$ cat src/hw/rtl/temp_pressure_compensation_top_defines.svh
// ---------------------------------------------------------------------------
// Assertion macros for the compensation pipeline
// Property forms used by the top-level RTL file.
// ---------------------------------------------------------------------------
`ifndef TEMP_PRESSURE_COMPENSATION_TOP_DEFINES_SVH
`define TEMP_PRESSURE_COMPENSATION_TOP_DEFINES_SVH

// Implication checked at every clock edge outside reset.
`define TPC_ASSERT_IMPL(label, clk, rst, ante, cons, msg) \
   label: assert property (@(posedge clk) disable iff (rst) (ante) |-> (cons)) \
      else $error(msg);

// Implication whose consequence is checked in the following cycle.
`define TPC_ASSERT_NEXT(label, clk, rst, ante, cons, msg) \
   label: assert property (@(posedge clk) disable iff (rst) (ante) |=> (cons)) \
      else $error(msg);

`endif

$ cat src/hw/rtl/tpc_pkg.sv
// ---------------------------------------------------------------------------
// Compensation package
// Types, widths and constants shared by the compensation pipeline.
// ---------------------------------------------------------------------------
package tpc_pkg;

   localparam int unsigned CsrIndexWidth   = 2;
   localparam int unsigned CsrDataWidth    = 64;
   localparam int unsigned DivBitsPerStage = 4;

   localparam logic [CsrIndexWidth-1:0] CSR_TEMP_CALIB       = 2'd0;
   localparam logic [CsrIndexWidth-1:0] CSR_PRESS_CALIB_LOW  = 2'd1;
   localparam logic [CsrIndexWidth-1:0] CSR_PRESS_CALIB_HIGH = 2'd2;
   localparam logic [CsrIndexWidth-1:0] CSR_PRESS_CALIB_LAST = 2'd3;

   localparam logic [31:0] PRESS_OFFSET   = 32'd64000;
   localparam logic [31:0] PRESS_BASE     = 32'd1048576;
   localparam logic [31:0] PRESS_SCALE    = 32'd3125;
   localparam logic [31:0] SIGN_BIT       = 32'h8000_0000;
   localparam logic [31:0] P1_BIAS        = 32'd32768;
   localparam logic [31:0] ROUND_BIAS     = 32'd128;

   typedef struct packed {
      logic [31:0] t1;
      logic [31:0] t2;
      logic [31:0] t3;
      logic [31:0] p1;
      logic [31:0] p2;
      logic [31:0] p3;
      logic [31:0] p4;
      logic [31:0] p5;
      logic [31:0] p6;
      logic [31:0] p7;
      logic [31:0] p8;
      logic [31:0] p9;
   } calib_type;

   typedef struct packed {
      logic [31:0] temperature;
      logic [31:0] fine_temp;
      logic [31:0] pressure;
      logic        pressure_invalid;
   } result_type;

   function automatic logic [31:0] sx16(input logic [15:0] w);
      sx16 = {{16{w[15]}}, w};
   endfunction

   function automatic logic [31:0] asr(input logic [31:0] x, input int unsigned n);
      asr = 32'($signed(x) >>> n);
   endfunction

   function automatic logic [31:0] mul32(input logic [31:0] a, input logic [31:0] b);
      logic [63:0] prod;
      prod  = 64'(a) * 64'(b);
      mul32 = prod[31:0];
   endfunction

endpackage

$ cat src/hw/rtl/tpc_temp_stage.sv
// ---------------------------------------------------------------------------
// Temperature compensation stages
// Computes fine temperature and temperature over three register stages.
// ---------------------------------------------------------------------------
module tpc_temp_stage
   import tpc_pkg::*;
(
   input  logic        clock,
   input  logic        reset,
   input  logic        enable,
   input  logic        in_valid,
   input  logic [19:0] adc_temp,
   input  logic [19:0] adc_press,
   input  calib_type   calib,
   output logic        out_valid,
   output logic [31:0] fine_temp,
   output logic [31:0] temperature,
   output logic [19:0] out_press
);

   logic [31:0] a_in, dd_in, d_in;
   logic [31:0] a_ff, dd_ff;
   logic [31:0] tf_in, tf_ff;
   logic [31:0] temp_in, temp_ff, tf2_ff;
   logic [19:0] p1_ff, p2_ff, p3_ff;
   logic [2:0]  vld_ff;

   always_comb begin
      d_in  = 32'(adc_temp >> 4) - calib.t1;
      a_in  = asr(mul32(32'(adc_temp >> 3) - (calib.t1 << 1), calib.t2), 11);
      dd_in = asr(mul32(d_in, d_in), 12);
      tf_in = a_ff + asr(mul32(dd_ff, calib.t3), 14);
      temp_in = asr(mul32(tf_ff, 32'd5) + ROUND_BIAS, 8);
   end

   always_ff @(posedge clock) begin
      if (reset) begin
         vld_ff <= '0;
      end else if (enable) begin
         vld_ff <= {vld_ff[1:0], in_valid};
      end
      if (enable) begin
         a_ff    <= a_in;
         dd_ff   <= dd_in;
         p1_ff   <= adc_press;
         tf_ff   <= tf_in;
         p2_ff   <= p1_ff;
         temp_ff <= temp_in;
         tf2_ff  <= tf_ff;
         p3_ff   <= p2_ff;
      end
   end

   assign out_valid   = vld_ff[2];
   assign fine_temp   = tf2_ff;
   assign temperature = temp_ff;
   assign out_press   = p3_ff;

endmodule

$ cat config.mk
export PLATFORM = sky130hd
export DESIGN_NAME = tpc_temp_stage
export DESIGN_NICKNAME = d
export VERILOG_FILES = /design/src/hw/rtl/temp_pressure_compensation_top_defines.svh /design/src/hw/rtl/tpc_pkg.sv /design/src/hw/rtl/tpc_temp_stage.sv
export SDC_FILE = /design/constraint.sdc
export NUM_CORES = 2
export LEC_CHECK = 0
export ABC_CLOCK_PERIOD_IN_PS = 16980
export CORE_UTILIZATION = 51
export CTS_BUF_LIST = sky130_fd_sc_hd__clkbuf_8
export CTS_CLUSTER_SIZE = 12
export DETAILED_ROUTE_END_ITERATION = 7
export DONT_BUFFER_PORTS = 1
export HOLD_SLACK_MARGIN = 0.06
export PLACE_DENSITY = 0.71
export SYNTH_ARGS = -nofsm -noshare
export SYNTH_HDL_FRONTEND = slang
export SYNTH_SLANG_ARGS = --single-unit
$ cat constraint.sdc
create_clock -name clock -period 16.98 [get_ports clock]
set_input_delay 5.094 -clock clock [delete_from_list [all_inputs] [get_ports clock]]
set_output_delay 5.094 -clock clock [all_outputs]
set_load 0.01 [all_outputs]
Word-level counts from Yosys, hierarchy flattened
Cells that the tools add are included.

word-level totals
  register bits = 192
  bits of input ports = 428
  output and inout bits = 85
  logic and storage cells = 17

operators by class
  $add $sub $neg = 4
  $mul = 4

operator list
  cell                                                                  number
  32-bit by 32-bit multiplier with 32-bit output                        2
  32-bit by 8-bit adder with 32-bit output, second input constant       1
  20-bit by 32-bit multiplier with 32-bit output                        1
  32-bit by 3-bit multiplier with 32-bit output, second input constant  1
  16-bit by 32-bit subtractor with 32-bit output                        1
  17-bit by 32-bit subtractor with 32-bit output                        1
  21-bit by 18-bit adder with 22-bit output                             1

Depth between registers and ports, before layout
  depth in word-level cells = 2
  gate-level depth with buffers = 44
  depth with buffers taken out = 43

Worst setup path after synthesis
OpenSTA, ideal clock, no wires.

  kind = input to register
  start point = in adc_temp[4]
  end point = reg a_ff[20] (netlist name)
  library setup time = 0.268 ns
  arrival = 14.842 ns
  required time = 16.712 ns
  path slack = 1.871 ns
  stages on the path = 41
  buffers on the path = 2
  cell sequence = inv_1 ha_1 inv_1 fa_1 a211oi_1 o211ai_1 a41oi_1 o21bai_1 a2111oi_0 or3_1 o21bai_1 a21oi_2 or3_1 clkbuf_1 xor2_1 clkbuf_1 and2_1 fa_1 [5 not listed] fa_1 fa_1 fa_1 xnor2_1 xnor2_1 xnor2_1 xnor2_1 xnor2_1 xnor2_1 xnor3_1 xor2_1 xnor2_1 xnor2_1 xnor2_1 xnor2_1 xnor2_1 xnor2_1 xnor3_1

on the way
  longest elaborated chain between the ends = 2

RTL lines
  item                                            line                  RTL
  start: declaration                              tpc_temp_stage.sv:12  input logic [19:0] adc_temp,
  17-bit by 32-bit subtractor with 32-bit output  tpc_temp_stage.sv:30  a_in = asr(mul32(32'(adc_temp >> 3) - (calib.t1 << 1), calib.t2), 11);
  32-bit by 32-bit multiplier with 32-bit output  tpc_pkg.sv:55         prod = 64'(a) * 64'(b);
  via a_in[20]                                    tpc_temp_stage.sv:21  logic [31:0] a_in, dd_in, d_in;

The timed path passes the listed nets, and every way through them passes these cells.
A chain may end at the register's enable or synchronous reset.

Worst setup path in the final report
  start point = in adc_temp[4]
  end point = reg dd_ff[19] (netlist name)

on the way
  longest elaborated chain between the ends = 2

RTL lines
  item                                            line                  RTL
  16-bit by 32-bit subtractor with 32-bit output  tpc_temp_stage.sv:29  d_in = 32'(adc_temp >> 4) - calib.t1;
  32-bit by 32-bit multiplier with 32-bit output  tpc_pkg.sv:55
  via dd_in[19]                                   tpc_temp_stage.sv:21

The timed path passes the listed nets, and every way through them passes these cells.

==> results_dict.tcl <==
set metrics [dict create \
    yosysWarnings 0 \
    endpoint "dd_ff[19]" \
    crit_slowest_cell "a2111oi_0" \
    rr_worst_depth 39 \
    worst-r2r-setup-slack_ns 6.86 \
    yosysMostFrequentCell "inv_1" \
    synth_compound_area_share_pct 2.85 \
    fp-row-count 114 \
    cts_setup_buffers 0 \
    yosysTopAreaCellShare_pct 45.4 \
    antenna_found_initial 4 \
    seq_area_frac_synth_pct 10.3 \
    worstSetupPathType "primary input to flop" \
    cts_buffers 17 \
    fp.coreArea_sq_um 96600 \
    synth-main-ff-cell "edfxtp_1" \
    nets 7051 \
    rsz0062_at_grt "no" \
    cts_tree "yes" \
    fin_crit_sh_pct 93.4 \
    syn_inst 5200 \
    ys_ff_latch 172 \
    synth_top_family_by_area "adder cells" \
    reg2reg_from "dd_ff[6]" \
    area.growth.synth_to_final_pct 3.36 \
    cts_buffer_depth 2 \
    r2r-end "tf_ff[30]" \
    yosys-top-cells-area "fa_1 (45%), ha_1 (11%), edfxtp_1 (10%)" \
    cts.sinks 172 \
    path_clk_slew_ns 0.13 \
    worstPathRequired_ns 17.29 \
    die_area_sq_um 98700 \
    finalSetupViolCount 0 \
    critPathLaunchType "primary input" \
    track_usage_pct 24.9 \
    synth_simple_gate_area_share_pct 14.1 \
    cp-startpoint "adc_temp[4]" \
    ys_types 72 \
    detail-route-antenna-nets 0 \
    post-route-min-period_ns 15.85 \
    synth_fa_ha_area_share_pct 56.6 \
    htree_levels 4 \
    cp.arrival_ns 16.16 \
    finClkSkew_ns 0.0244 \
    overflow 0 \
    wl_mm 116 \
    grt_pass1_vias 36544 \
    run_status "finished, final reports clean" \
    cp_max_fo 12 \
    avgSynthCellArea_sq_um 9.55 \
    drv_slew 0 \
    synth-edff-count 169 \
    fin_setup_tns_ns 0 \
    cts_root_buf "clkbuf_8" \
    drc 0 \
    hold_class "flop to flop" \
    ys_top_cells_by_count "inv_1 (1,327), fa_1 (1,127), nand2_1 (657), ha_1 (445), and2_1 (426)" \
    vias 33296 \
    end_kind "flop" \
    synth_xor_area_share_pct 4.08 \
    yosysTopAreaCell "fa_1" \
    dr.pass1.iters 5 \
    viasPerCell 5.25 \
    cap_violations 0 \
    max_slew.worst_pin.slew_ns 1.36 \
    async_flop_share_pct 0 \
    grt_max_degree 173 \
    cts_resized 0 \
    path_common_cell "fa_1" \
    gp_congestion 0.893 \
    fillers 8579 \
    clkLatencyLatePin_ns 0.51 \
    first_iter_violations 2152 \
    syn_area_sq_um 49700 \
    io_buffers 0 \
    hold_viol 0 \
    hold_start "p1_ff[14]" \
    die_h_um 314 \
    initial_core_util_pct 51.4 \
    holdBufCountCts 0 \
    fp.dieW_um 314 \
    fmax_ghz 0.0631 \
    muxShareOfSynthArea_pct 0.0831 \
    io_pins 513 \
    max_stage_delay_ns 0.91 \
    synth.net_count 7200 \
    grt_pass1_wl_mm 192 \
    wl_per_cell_um 18.3 \
    drive_above_1_share_pct 2.47 \
    dp_hpwl_mm 94.8 \
    relSlewSlack_pct 9.42 \
]
==> metal layers <==
metal	up-vias	track usage (%)	routed length [um]
li1	14813	-	-
met1	17223	32.9	47900
met2	1086	43.5	58400
met3	174	2.69	6910
met4	0	6.59	2950
met5	-	0	0
==> layout by cell type, fill, tap and decap left out, drive strengths merged, types with 7 or more instances in the layout <==
| cell | instances |
|---|---|
| inv | 1339 |
| fa | 1127 |
| nand2 | 657 |
| ha | 445 |
| and2 | 427 |
| nor2 | 201 |
| edfxtp | 169 |
| xnor2 | 163 |
| buf | 63 |
| nand2b | 52 |
| a21oi | 52 |
| xor2 | 52 |
| o21ai | 32 |
| nor2b | 28 |
| nor3 | 28 |
| a21o | 25 |
| o21a | 23 |
| and3 | 18 |
| clkbuf | 17 |
| o21bai | 16 |
| nand3 | 14 |
| or3 | 10 |
| a211oi | 9 |
| clkinv | 7 |
==> sequential cells by signal, summed over array words and instances (netlist names) <==
| name | flops |
|---|---|
| tf_ff | 22 |
| p2_ff | 20 |
| p1_ff | 20 |
| out_press | 20 |
| a_ff | 21 |
| temperature | 24 |
| dd_ff | 20 |
| fine_temp | 22 |
| vld_ff | 3 |
==> through the flow <==
stage,util (%),cells,hold slack (ns),worst slack (ns),area (sq um)
floorplan,-,5200,0.400,1.87,49700
global placement,52.7,6308,0.405,0.788,50900
detailed placement,52.7,6308,0.406,0.658,50900
CTS,53.2,6340,0.422,1.18,51300
global route,53.2,6341,0.436,0.467,51300
finish,53.2,6341,0.429,1.13,51300
==> cells by family after synthesis <==
family,after synthesis
muxes,4
buffers and inverters,1562
and+or+nand+nor,1461
DFF,172
adders and majority gates,1572
xor gates and xnor gates,220
AOI/OAI and AO/OA,209
==> how the worst min path moves through the flow <==
stage	endpoint	depth (start not counted)
2_1_floorplan	out_press[0]	0
3_3_place_gp	out_press[17]	0
3_5_place_dp	p2_ff[18]	0
4_1_cts	p2_ff[14]	0
5_1_grt	p2_ff[14]	0
6_report	p2_ff[14]	0
==> final cells by class <==
cell class / instances / area (sq um) / area share [%]
antenna: 1 / 2.50 / 0.00487
clock buffer: 17 / 234 / 0.456
clock inverter: 15 / 206 / 0.402
inverter: 1331 / 5000 / 9.73
multi-input combinational: 3466 / 38700 / 75.4
sequential: 172 / 5130 / 10.0
tap: 1276 / 1600 / 3.11
timing repair buffer: 63 / 473 / 0.921
==> worst max-delay path: cells and delay by family <==
kind | cells | cell delay [ns]
AO/OA/AOI/OAI | 14 | 4.00
XOR/XNOR | 2 | 1.05
adder cells (fa/ha/maj) | 11 | 4.71
buffers and inverters | 7 | 0.64
AND/OR/NAND/NOR | 5 | 0.61
Power is left out: the tool's default activity adds up to more than one toggle a clock period on the data nets, which glitch-free logic cannot reach.
